`src/tdcswd_pkg.sv`:
```
// ----------------------------------------------------------------------------
// TDC sub-event word decoder package
// Constants, result record and helper functions of the decoder.
// ----------------------------------------------------------------------------
package tdcswd_pkg;

    localparam int MAX_BANK_WORDS_DEF = 65536;

    localparam int WORD_W      = 32;
    localparam int HALF_W      = 16;
    localparam int KIND_W      = 2;
    localparam int IN_TDATA_W  = 32;
    localparam int OUT_FIELD_W = 6 * WORD_W + HALF_W + 2;
    localparam int OUT_TDATA_W = ((OUT_FIELD_W + 7) / 8) * 8;
    localparam int OUT_PAD_W   = OUT_TDATA_W - OUT_FIELD_W;

    localparam int FIFO_DEPTH = 4;
    localparam int FIFO_AW    = 2;
    localparam int SLOTS      = 3;

    localparam int IDX_SIZE    = 2;
    localparam int IDX_DECODE  = 3;
    localparam int IDX_SUBEVT  = 4;
    localparam int IDX_TRIGGER = 5;
    localparam int IDX_WALK    = 6;

    localparam logic [WORD_W-1:0] TRAILER_WORD = 32'h0001_5555;
    localparam logic [WORD_W-1:0] TOP3_MASK    = 32'he000_0000;
    localparam logic [WORD_W-1:0] EPOCH_TAG    = 32'h6000_0000;
    localparam logic [WORD_W-1:0] HIT_TAG      = 32'h8000_0000;
    localparam logic [WORD_W-1:0] LOW_MASK     = 32'h0000_ffff;
    localparam logic [WORD_W-1:0] HIGH_MASK    = 32'hffff_0000;
    localparam logic [WORD_W-1:0] HDR_LO_MIN   = 32'h0000_0100;
    localparam logic [WORD_W-1:0] HDR_LO_MAX   = 32'h0000_0403;

    typedef enum logic [KIND_W-1:0] {
        KIND_EVENT   = 2'd0,
        KIND_MEAS    = 2'd1,
        KIND_TRAILER = 2'd2,
        KIND_EARLY   = 2'd3
    } kind_t;

    typedef enum logic [1:0] {
        PH_FPGA_HDR = 2'd0,
        PH_TDC_HDR  = 2'd1,
        PH_DATA     = 2'd2,
        PH_DONE     = 2'd3
    } phase_t;

    typedef struct packed {
        kind_t               kind;
        logic [WORD_W-1:0]   fpga_header;
        logic [WORD_W-1:0]   tdc_header;
        logic [WORD_W-1:0]   epoch_value;
        logic [WORD_W-1:0]   tdc_data;
        logic [HALF_W-1:0]   subevent_id;
        logic [WORD_W-1:0]   trigger_value;
        logic [WORD_W-1:0]   decoding_value;
        logic                trailer_ok;
        logic                swapped;
        logic                result_last;
    } result_t;

    function automatic logic [WORD_W-1:0] swap32(input logic [WORD_W-1:0] x);
        return {x[7:0], x[15:8], x[23:16], x[31:24]};
    endfunction

    function automatic logic header_ok(input logic [WORD_W-1:0] w);
        logic [WORD_W-1:0] lo;
        lo = w & LOW_MASK;
        return (lo[15:8] >= HDR_LO_MIN[15:8]) && (lo[15:8] <= HDR_LO_MAX[15:8])
            && (lo[7:0] <= HDR_LO_MAX[7:0]);
    endfunction

endpackage

```
`src/tdc_subevent_word_decoder.sv`:
```
// ----------------------------------------------------------------------------
// TDC sub-event word decoder
// Walks a readout bank word by word and emits event header, measurement,
// trailer check and early end results.
// ----------------------------------------------------------------------------
//  Channel | Dir | tdata                 | tuser | tlast
//  s_*     | in  | bank_word             | -     | bank_last
//  m_*     | out | result fields         | kind  | result_last
//
// One bank word is taken per cycle while s_tready is high; the k results of a
// word leave the four-entry result queue one per cycle while m_tready is high.
// A word is registered on its transfer and its results enter the queue in the
// following cycle, from where the first result can leave.
// Reset clears all control state at once; there is no clearing pass.
// A stalled output holds the queue, and input is taken while at most one
// result remains queued after the pending word is written.
// ----------------------------------------------------------------------------
module tdc_subevent_word_decoder #(
    parameter int MAX_BANK_WORDS = tdcswd_pkg::MAX_BANK_WORDS_DEF
) (
    input  logic                               clk,
    input  logic                               rst_n,
    input  logic                               s_tvalid,
    output logic                               s_tready,
    // bank_word[31:0]
    input  logic [tdcswd_pkg::IN_TDATA_W-1:0]  s_tdata,
    input  logic                               s_tlast,
    output logic                               m_tvalid,
    input  logic                               m_tready,
    // fpga_header[31:0], tdc_header[63:32], epoch_value[95:64],
    // tdc_data[127:96], subevent_id[143:128], trigger_value[175:144],
    // decoding_value[207:176], trailer_ok[208], swapped[209], zero pad
    output logic [tdcswd_pkg::OUT_TDATA_W-1:0] m_tdata,
    // kind[1:0]
    output logic [tdcswd_pkg::KIND_W-1:0]      m_tuser,
    output logic                               m_tlast
);
    import tdcswd_pkg::*;

    localparam int IDX_W = $clog2(MAX_BANK_WORDS + 1);
    localparam logic [IDX_W-1:0] IDX_LIMIT = IDX_W'(MAX_BANK_WORDS);

    logic              in_valid_reg;
    logic [WORD_W-1:0] in_word_reg;
    logic              in_last_reg;

    logic [IDX_W-1:0]  idx_reg, idx_next;
    logic [WORD_W-1:0] held_reg, held_next;
    logic              swap_reg, swap_next;
    logic [WORD_W-1:0] dec_reg, dec_next;
    logic [HALF_W-1:0] sub_reg, sub_next;
    phase_t            phase_reg, phase_next;
    logic [HALF_W-1:0] left_reg, left_next;
    logic [WORD_W-1:0] fpga_reg, fpga_next;
    logic [WORD_W-1:0] tdch_reg, tdch_next;
    logic [WORD_W-1:0] epoch_reg, epoch_next;
    logic              seen_reg, seen_next;

    result_t           fifo_mem [FIFO_DEPTH];
    logic [FIFO_AW-1:0] wr_ptr_reg, rd_ptr_reg;
    logic [FIFO_AW:0]  count_reg, count_next;

    logic              in_range, clear, is_size, is_decode, is_subevt, is_trigger;
    logic              walk_en, swap_new, swap_cur, hdr_ok, try_hdr, meas_valid;
    logic              trail_now, early_now, pop;
    logic [WORD_W-1:0] w, held_cur;
    logic [29:0]       size_idx;
    logic [HALF_W-1:0] left_dec;
    result_t           res_a, res_b, res_c, base;
    result_t           slot [SLOTS];
    logic [1:0]        wr_n;

    assign in_range   = in_valid_reg && (idx_reg < IDX_LIMIT);
    assign clear      = in_valid_reg && in_last_reg;
    assign is_size    = in_range && (idx_reg == IDX_W'(IDX_SIZE));
    assign is_decode  = in_range && (idx_reg == IDX_W'(IDX_DECODE));
    assign is_subevt  = in_range && (idx_reg == IDX_W'(IDX_SUBEVT));
    assign is_trigger = in_range && (idx_reg == IDX_W'(IDX_TRIGGER));
    assign walk_en    = in_range && (idx_reg >= IDX_W'(IDX_WALK));

    assign swap_new = !(in_word_reg[0] && !in_word_reg[31]);
    assign swap_cur = is_decode ? swap_new : swap_reg;
    assign w        = swap_cur ? swap32(in_word_reg) : in_word_reg;
    assign held_cur = (is_decode && swap_new) ? swap32(held_reg) : held_reg;
    assign size_idx = held_cur[31:2];

    assign hdr_ok   = header_ok(w);
    assign left_dec = left_reg - HALF_W'(1);
    assign try_hdr  = walk_en && ((phase_reg == PH_FPGA_HDR)
                   || ((phase_reg == PH_TDC_HDR) && (left_reg == '0))
                   || ((phase_reg == PH_DATA) && (left_dec == '0)));
    assign meas_valid = walk_en && (phase_reg == PH_DATA) && ((w & TOP3_MASK) == HIT_TAG);

    assign trail_now = in_range && (idx_reg >= IDX_W'(IDX_DECODE)) && !seen_reg
                    && ((size_idx == 30'(idx_reg)) || (is_decode && (size_idx < 30'd3)));
    assign early_now = clear && !seen_reg && !trail_now;

    always_comb
    begin
        phase_next = phase_reg;
        if (walk_en)
        begin
            unique case (phase_reg)
                PH_FPGA_HDR: phase_next = hdr_ok ? PH_TDC_HDR : PH_DONE;
                PH_TDC_HDR:
                begin
                    if (left_reg == '0)
                        phase_next = hdr_ok ? PH_TDC_HDR : PH_DONE;
                    else
                        phase_next = PH_DATA;
                end
                PH_DATA:
                begin
                    if (left_dec == '0)
                        phase_next = hdr_ok ? PH_TDC_HDR : PH_DONE;
                end
                PH_DONE: phase_next = PH_DONE;
                default: phase_next = PH_DONE;
            endcase
        end
        if (clear)
            phase_next = PH_FPGA_HDR;
    end

    always_comb
    begin
        left_next  = left_reg;
        fpga_next  = fpga_reg;
        tdch_next  = tdch_reg;
        epoch_next = epoch_reg;
        if (walk_en && (phase_reg == PH_TDC_HDR))
            tdch_next = w;
        if (walk_en && (phase_reg == PH_DATA))
        begin
            left_next = left_dec;
            if ((w & TOP3_MASK) == EPOCH_TAG)
                epoch_next = w;
        end
        if (try_hdr && hdr_ok)
        begin
            fpga_next  = w;
            left_next  = HALF_W'((w & HIGH_MASK) >> HALF_W);
            epoch_next = '0;
        end
        if (clear)
        begin
            left_next  = '0;
            fpga_next  = '0;
            tdch_next  = '0;
            epoch_next = '0;
        end
    end

    always_comb
    begin
        idx_next  = in_range ? idx_reg + IDX_W'(1) : idx_reg;
        held_next = is_size ? in_word_reg : held_cur;
        swap_next = swap_cur;
        dec_next  = is_decode ? w : dec_reg;
        sub_next  = is_subevt ? w[HALF_W-1:0] : sub_reg;
        seen_next = seen_reg || trail_now;
        if (clear)
        begin
            idx_next  = '0;
            held_next = '0;
            swap_next = 1'b0;
            dec_next  = '0;
            sub_next  = '0;
            seen_next = 1'b0;
        end
    end

    always_comb
    begin
        base         = '0;
        base.swapped = swap_cur;

        res_a = base;
        if (is_trigger)
        begin
            res_a.kind           = KIND_EVENT;
            res_a.subevent_id    = sub_reg;
            res_a.trigger_value  = w;
            res_a.decoding_value = dec_reg;
        end
        else
        begin
            res_a.kind        = KIND_MEAS;
            res_a.fpga_header = fpga_reg;
            res_a.tdc_header  = tdch_reg;
            res_a.epoch_value = epoch_reg;
            res_a.tdc_data    = w;
        end

        res_b            = base;
        res_b.kind       = KIND_TRAILER;
        res_b.trailer_ok = (size_idx == 30'(idx_reg)) && (w == TRAILER_WORD);

        res_c      = base;
        res_c.kind = KIND_EARLY;

        wr_n = '0;
        for (int i = 0; i < SLOTS; i++)
            slot[i] = base;
        if (is_trigger || meas_valid)
        begin
            slot[wr_n] = res_a;
            wr_n       = wr_n + 2'd1;
        end
        if (trail_now)
        begin
            slot[wr_n] = res_b;
            wr_n       = wr_n + 2'd1;
        end
        if (early_now)
        begin
            slot[wr_n] = res_c;
            wr_n       = wr_n + 2'd1;
        end
        for (int i = 0; i < SLOTS; i++)
            slot[i].result_last = ((2'(i) + 2'd1) == wr_n);
    end

    assign m_tvalid   = (count_reg != '0);
    assign pop        = m_tvalid && m_tready;
    assign count_next = count_reg - {{FIFO_AW{1'b0}}, pop} + {1'b0, wr_n};
    assign s_tready   = (count_next <= (FIFO_AW + 1)'(1));

    assign m_tuser = fifo_mem[rd_ptr_reg].kind;
    assign m_tlast = fifo_mem[rd_ptr_reg].result_last;
    assign m_tdata = {{OUT_PAD_W{1'b0}},
                      fifo_mem[rd_ptr_reg].swapped,
                      fifo_mem[rd_ptr_reg].trailer_ok,
                      fifo_mem[rd_ptr_reg].decoding_value,
                      fifo_mem[rd_ptr_reg].trigger_value,
                      fifo_mem[rd_ptr_reg].subevent_id,
                      fifo_mem[rd_ptr_reg].tdc_data,
                      fifo_mem[rd_ptr_reg].epoch_value,
                      fifo_mem[rd_ptr_reg].tdc_header,
                      fifo_mem[rd_ptr_reg].fpga_header};

    always_ff @(posedge clk or negedge rst_n)
    begin
        if (!rst_n)
        begin
            in_valid_reg <= 1'b0;
            idx_reg      <= '0;
            held_reg     <= '0;
            swap_reg     <= 1'b0;
            dec_reg      <= '0;
            sub_reg      <= '0;
            phase_reg    <= PH_FPGA_HDR;
            left_reg     <= '0;
            fpga_reg     <= '0;
            tdch_reg     <= '0;
            epoch_reg    <= '0;
            seen_reg     <= 1'b0;
            wr_ptr_reg   <= '0;
            rd_ptr_reg   <= '0;
            count_reg    <= '0;
        end
        else
        begin
            in_valid_reg <= s_tvalid && s_tready;
            if (in_valid_reg)
            begin
                idx_reg   <= idx_next;
                held_reg  <= held_next;
                swap_reg  <= swap_next;
                dec_reg   <= dec_next;
                sub_reg   <= sub_next;
                phase_reg <= phase_next;
                left_reg  <= left_next;
                fpga_reg  <= fpga_next;
                tdch_reg  <= tdch_next;
                epoch_reg <= epoch_next;
                seen_reg  <= seen_next;
            end
            wr_ptr_reg <= wr_ptr_reg + FIFO_AW'(wr_n);
            if (pop)
                rd_ptr_reg <= rd_ptr_reg + FIFO_AW'(1);
            count_reg <= count_next;
        end
    end

    always_ff @(posedge clk)
    begin
        if (s_tvalid && s_tready)
        begin
            in_word_reg <= s_tdata;
            in_last_reg <= s_tlast;
        end
        for (int i = 0; i < SLOTS; i++)
        begin
            if (2'(i) < wr_n)
                fifo_mem[FIFO_AW'(wr_ptr_reg + FIFO_AW'(i))] <= slot[i];
        end
    end

endmodule

```
`config.mk`:
```
export PLATFORM = sky130hd
export DESIGN_NAME = tdc_subevent_word_decoder
export DESIGN_NICKNAME = d
export VERILOG_FILES = /design/src/tdcswd_pkg.sv /design/src/tdc_subevent_word_decoder.sv
export SDC_FILE = /design/constraint.sdc
export NUM_CORES = 2
export LEC_CHECK = 0
export ABC_AREA = 1
export BUFFER_PORTS_ARGS = -buffer_cell sky130_fd_sc_hd__buf_4
export CAP_MARGIN = 20
export CORE_AREA = 2 2 302 304
export DETAILED_ROUTE_END_ITERATION = 10
export DIE_AREA = 0 0 304 306
export HOLD_SLACK_MARGIN = 0.15
export PLACE_DENSITY = 0.73
export SYNTH_ARGS = -nofsm -noshare
export SYNTH_HDL_FRONTEND = slang
export SYNTH_SLANG_ARGS = --single-unit
```
`constraint.sdc`:
```
create_clock -name clk -period 21.9 [get_ports clk]
set_clock_uncertainty 0.05 [all_clocks]
set_input_delay 1.095 -clock clk [delete_from_list [all_inputs] [get_ports clk]]
set_output_delay 1.095 -clock clk [all_outputs]
set_load 0.01 [all_outputs]
```
### Yosys cells after proc, flatten, opt, wreduce, memory -nomap -nowiden

Memory sizes are Yosys's and may differ from the RTL's.
Index checks and enable logic that the tools add are counted.

| storage, ports and cells | value |
|---|---|
| memories kept | 1 |
| bits in registers | 254 |
| input bits | 37 |
| output and inout bits | 221 |
| bits in writable memories | 852 |

| operators by class | value |
|---|---|
| eq/ne operators | 15 |
| multiplexer cells | 54 |
| reductions and logical operators | 61 |
| $lt $le $gt $ge | 15 |
| bitwise gates (word level) | 2 |
| add/sub/neg operators | 10 |

Memory list:

| memory | depth | bits a word | rd ports | clocked after memory_dff | write ports | line | source |
|---|---|---|---|---|---|---|---|
| fifo_mem | 4 | 213 | 1 | 0 | 2 | tdc_subevent_word_decoder.sv:59 | `result_t fifo_mem [FIFO_DEPTH];` |

Operator list:

| kind | count |
|---|---|
| $bwmux 639 | 2 |
| $mux 639 | 2 |
| $demux 213 s2 | 2 |
| $mux 213 | 3 |
| $mux 32 | 14 |
| $reduce_or 213->1 | 1 |
| $mux 212 | 1 |
| $mux 128 | 1 |
| $mux 16 | 5 |
| $mux 80 | 1 |
| $eq 17x2->1 const B | 2 |
| $eq 17x3->1 const B | 2 |
| $mux 17 | 2 |
| $eq 32x17->1 const B | 1 |
| $logic_not 16->1 | 2 |
| $eq 30x17->1 | 1 |
| $lt 30x2->1 const B | 1 |
| $logic_and 1x1->1 | 29 |
| $add 17x1->17 const B | 1 |
| $ge 17x2->1 const B | 1 |
| $ge 17x3->1 const B | 1 |
| $lt 17x17->1 const B | 1 |
| $mux 2 | 8 |
| $sub 16x1->16 const B | 1 |
| other kinds (32) | 72 |

### Longest topological paths before layout

| depth | value |
|---|---|
| depth in word-level cells | 19 |
| depth in mapped cells | 30 |
| mapped depth without buffers | 29 |

### Worst setup path before layout

No wires, ideal clock.

| timing path | value |
|---|---|
| path kind | register to register |
| start point | register idx_reg[1] |
| end point | memory fifo_mem[0][0] (netlist name) (enable) |
| stages on the path, launching flop included | 25 |
| library setup time | 1.081 ns |
| data required time | 20.769 ns |
| arrival time | 17.934 ns |
| path slack | 2.835 ns |
| buffers on the path | 3 |
| cell sequence | dfrtp_1 > ha_1 > inv_1 > nor2_1 > nand2_2 > inv_2 > nand4_4 > buf_6 > nand2_1 > buf_4 > buf_6 > nand2_1 > o21ai_1 > inv_1 > nor3_2 > nor2_1 > inv_1 > ha_1 > inv_1 > nand3_1 > nand2_4 > inv_1 > nand2_1 > inv_1 > o21ai_0 |

RTL lines:

| item | line | source |
|---|---|---|
| from (decl) | tdc_subevent_word_decoder.sv:47 | `logic [IDX_W-1:0] idx_reg, idx_next;` |
| from (signal assigned) | tdc_subevent_word_decoder.sv:267 | `idx_reg <= idx_next;` |
| to (decl) | tdc_subevent_word_decoder.sv:59 |  |

### Worst setup path in the final report

| timing path | value |
|---|---|
| start point | register in_word_reg[0] |
| end point | output s_tready |

| between the ends | value |
|---|---|
| longest elaborated chain between the ends | 14 |

Ends and longest elaborated chain:

| item | line | source |
|---|---|---|
| from (decl) | tdc_subevent_word_decoder.sv:44 | `logic [WORD_W-1:0] in_word_reg;` |
| from (signal assigned) | tdc_subevent_word_decoder.sv:290 | `in_word_reg <= s_tdata;` |
| $logic_and 1x1->1 (*) | tdc_subevent_word_decoder.sv:81 | `assign swap_new = !(in_word_reg[0] && !in_word_reg[31]);` |
| $logic_not 1->1 (*) | tdc_subevent_word_decoder.sv:81 |  |
| branches (longest 9 deep; another with $lt 30x2->1) | - |  |
| $mux 2 (*) | tdc_subevent_word_decoder.sv:215 | `if (early_now)` |
| $add 3x2->3 (*) | tdc_subevent_word_decoder.sv:226 | `assign count_next = count_reg - {{FIFO_AW{1'b0}}, pop} + {1'b0, wr_n};` |
| net count_next[2] | tdc_subevent_word_decoder.sv:61 | `logic [FIFO_AW:0] count_reg, count_next;` |
| $le 3x1->1 (*) | tdc_subevent_word_decoder.sv:227 | `assign s_tready = (count_next <= (FIFO_AW + 1)'(1));` |
| to (decl) | tdc_subevent_word_decoder.sv:24 | `output logic s_tready,` |

Mark *: on every way through the listed nets, which the timed path passes. The select of a mux whose other input is x is not followed.

==> metrics <==
max reg flops=852; CP Class=register to output pin; post-layout minimum cycle time=7.37 ns; Final #Nets=around 5000; clock buffer depth=3; largest net degree at the start of global routing=between 150 and 200; Resized Gates After CTS=0; Leak Pwr=between 0.02 and 0.025 µW; M1 wire length=54500 µm; Setup crit end kind=output pin; Final period util=0.337; Largest Register=fifo_mem; Fmax=136 MHz; area delta synth->final=12.4%; fin worst setup slack=14.53 ns; largest family of logic cells by synthesized area=simple AND/OR/NAND/NOR gates; clock buffer count from CTS=roughly 110; DR DRC count=0; initial antenna violation count=1; Initial Util=0.548; Seq/Total Area, Yosys=0.654; Critical Path RT=20.76 ns; worst r2r path cells=18; CTS H-tree depth=3; Sum Neg Setup Slack=0 ns; ys flop type=edfxtp_1; post-place setup slack=14.72 ns; Synth Warn #=0; vias in the first global route=34200; most used cell, CP=inv_1; fin cells=roughly 6400; endpoints failing hold=0; Cells after Synth=4954; fraction of layout cells with a size suffix above 1=0.104; Finish-stage setup viols=0; placer congestion estimate=0.981; final wirelength=between 100000 and 150000 µm; number of I/O port buffers=251; Vias/cell=5.73; RR Endpoint=fifo_mem[1][88]; Total Routing Usage GR=0.296; cts hold-fix bufs=0; Max Used Layer=met4; die height=306 µm; PwrDens=roughly 140 nW/µm²; Post-CTS Setup Inserts=0; global-route wire length before repair=209000 µm; Mapped Area=49100 µm²; Ports=roughly 260; met3 routed wirelength=12400 µm; initial DRC count=roughly 4300; FFs w/ async S/R, synth=0.200; Core Box Area=about 90000 µm²; hold slack=about 0.39 ns; Antenna Nets Post-Route=0; CP delay by family, top=simple AND/OR/NAND/NOR gates; max incr delay on CP=0.58 ns; commonest cells after routing, fill and taps aside=1256 x nor2_1, 885 x edfxtp_1, 617 x o21ai_0; critical path fanouts, max=68; Worst-path clk slew=0.06 ns; die area=93000 µm²; TritonCTS clock tree=built; clock net sink count=1106; Post-Synth Adder-Cell Area=0.00346; Netlist cell types=47; syn avg cell area=9.91 µm²; worst path cell trace=nand2_1 > nand4_4 > nand2_2 > buf_4 > nand2_1 > o21ai_1 > inv_1 > nor3_2 > nor2_1 > inv_1 > ha_1 > inv_1 > nand3_1 > nand2_4 > xnor2_1 > ha_1 > inv_1 > fa_1 > xnor2_1 > xor2_1 > nor2_1 > buf_4; DRT Pass-1 Iters=7; Slew Viols, Final=0; simple-gate share of the synthesized area=0.168; vias=36400; Worst slew margin=0.208; Crit path arrival time=6.22 ns; GRT overflow=0; FP Rows=110; Clock Tree Root=clkbuf_16; final HPWL from detailed placement=81700 µm; Slew @ Worst Pin=between 1 and 1.5 ns; wire per inst=22.0 µm; RR Startpoint=in_word_reg[0]; Bufs and invs on worst path=6; RSZ-0062 raised after global routing=no; Post-Place Cells=between 6000 and 7000; crit start category=register; Compound-Gate Fraction of Synth Area=0.0996; Clk Latency, worst-skew pair=about 0.7 ns; Max IR drop VDD=between 0.08 and 0.09 mV; EDFF count, synth=885; register bit count reported by yosys=1106; most common cell after layout, fill and taps aside=nor2_1; Worst R2R Setup Slack=14.60 ns; min-delay worst type=input pin to async pin; Max-cap violations=0; Post-Synth XOR/XNOR Area=0.00428; status=finished, final reports clean; met2 wire len=between 60000 and 70000 µm; crit path max-delay cell type=nand2_1; Die X-Extent=304 µm; mux cell area share after synthesis=0
==> through the flow <==
stage               area, µm²   util  total power [µW]
floorplan               49200      -              4530
global placement        51600  0.576              5800
detailed placement      51700  0.577              5850
CTS                     55100  0.615              7660
global route            55200  0.616              7990
finish                  55200  0.616              7680
==> how the worst max path moves through the flow <==
| stage | startpoint | to | slack (ns) | depth (start not counted) |
|---|---|---|---|---|
| final | in_word_reg[0] | s_tready | 14.53 | 22 |
| after global routing | in_word_reg[0] | s_tready | 14.06 | 22 |
| after CTS | in_word_reg[0] | s_tready | 14.56 | 22 |
| after detailed placement | in_word_reg[0] | fifo_mem[1][173] | 14.72 | 18 |
| after global placement | in_word_reg[0] | fifo_mem[1][85] | 14.96 | 18 |
| after floorplan | idx_reg[1] | fifo_mem[0][0] | 2.84 | 24 |
==> report_power, final <==
group	internal, µW	leakage [µW]	switching [µW]
combinational	889	0.00995	2090
sequential	2680	0.0113	185
clock	1040	0.00171	791
==> synth_stat cells, drive strengths merged (16+ instances only) <==
| cell type | count | area share |
|---|---|---|
| inv | 524 | 0.040 |
| o21ai | 631 | 0.064 |
| nand4 | 46 | 0.0062 |
| dfrtp | 221 | 0.11 |
| buf | 122 | 0.016 |
| nor3 | 26 | 0.0028 |
| o22ai | 214 | 0.027 |
| edfxtp | 885 | 0.54 |
| a21oi | 49 | 0.0050 |
| nor2 | 1267 | 0.098 |
| clkbuf | 190 | 0.015 |
| xor2 | 16 | 0.0029 |
| nand2 | 617 | 0.049 |
| nand3 | 90 | 0.011 |
==> per-layer routing <==
metal,GRT usage,up-vias
met5,0,-
li1,-,16700
met2,0.474,1784
met1,0.397,17600
met3,0.0489,315
met4,0.142,0
==> worst register-to-register path: stages (launching register included) <==
cell,delay (ns)
edfxtp_1,0.43
nand2_1,0.58
nand4_4,0.54
nand2_2,0.20
buf_4,0.50
nand2_1,0.10
o21ai_1,0.19
inv_1,0.16
nor3_2,0.32
nor2_1,0.17
ha_1,0.29
nand3_4,0.32
nand2_8,0.15
nor2_4,0.75
inv_2,0.04
buf_4,0.38
nand3_4,0.69
buf_4,0.95
nor2_1,0.18
==> area by class of cell <==
cell class	instances	area, µm²
Multi-Input combinational cell	3023	13700
Inverter	526	1990
Clock inverter	50	430
Sequential cell	1106	32100
Tap cell	1176	1470
Fill cell	7042	34400
Timing Repair Buffer	321	2490
Clock buffer	153	3030
Antenna cell	4	10.0
==> kinds of logic after synthesis <==
kind of cell / after synthesis
other cells: 1
fa+ha+maj: 13
simple gates: 2059
xor+xnor: 24
flops: 1106
buf+inv: 838
compound gates: 913
Note: power is estimated with default switching activity, not from simulation.
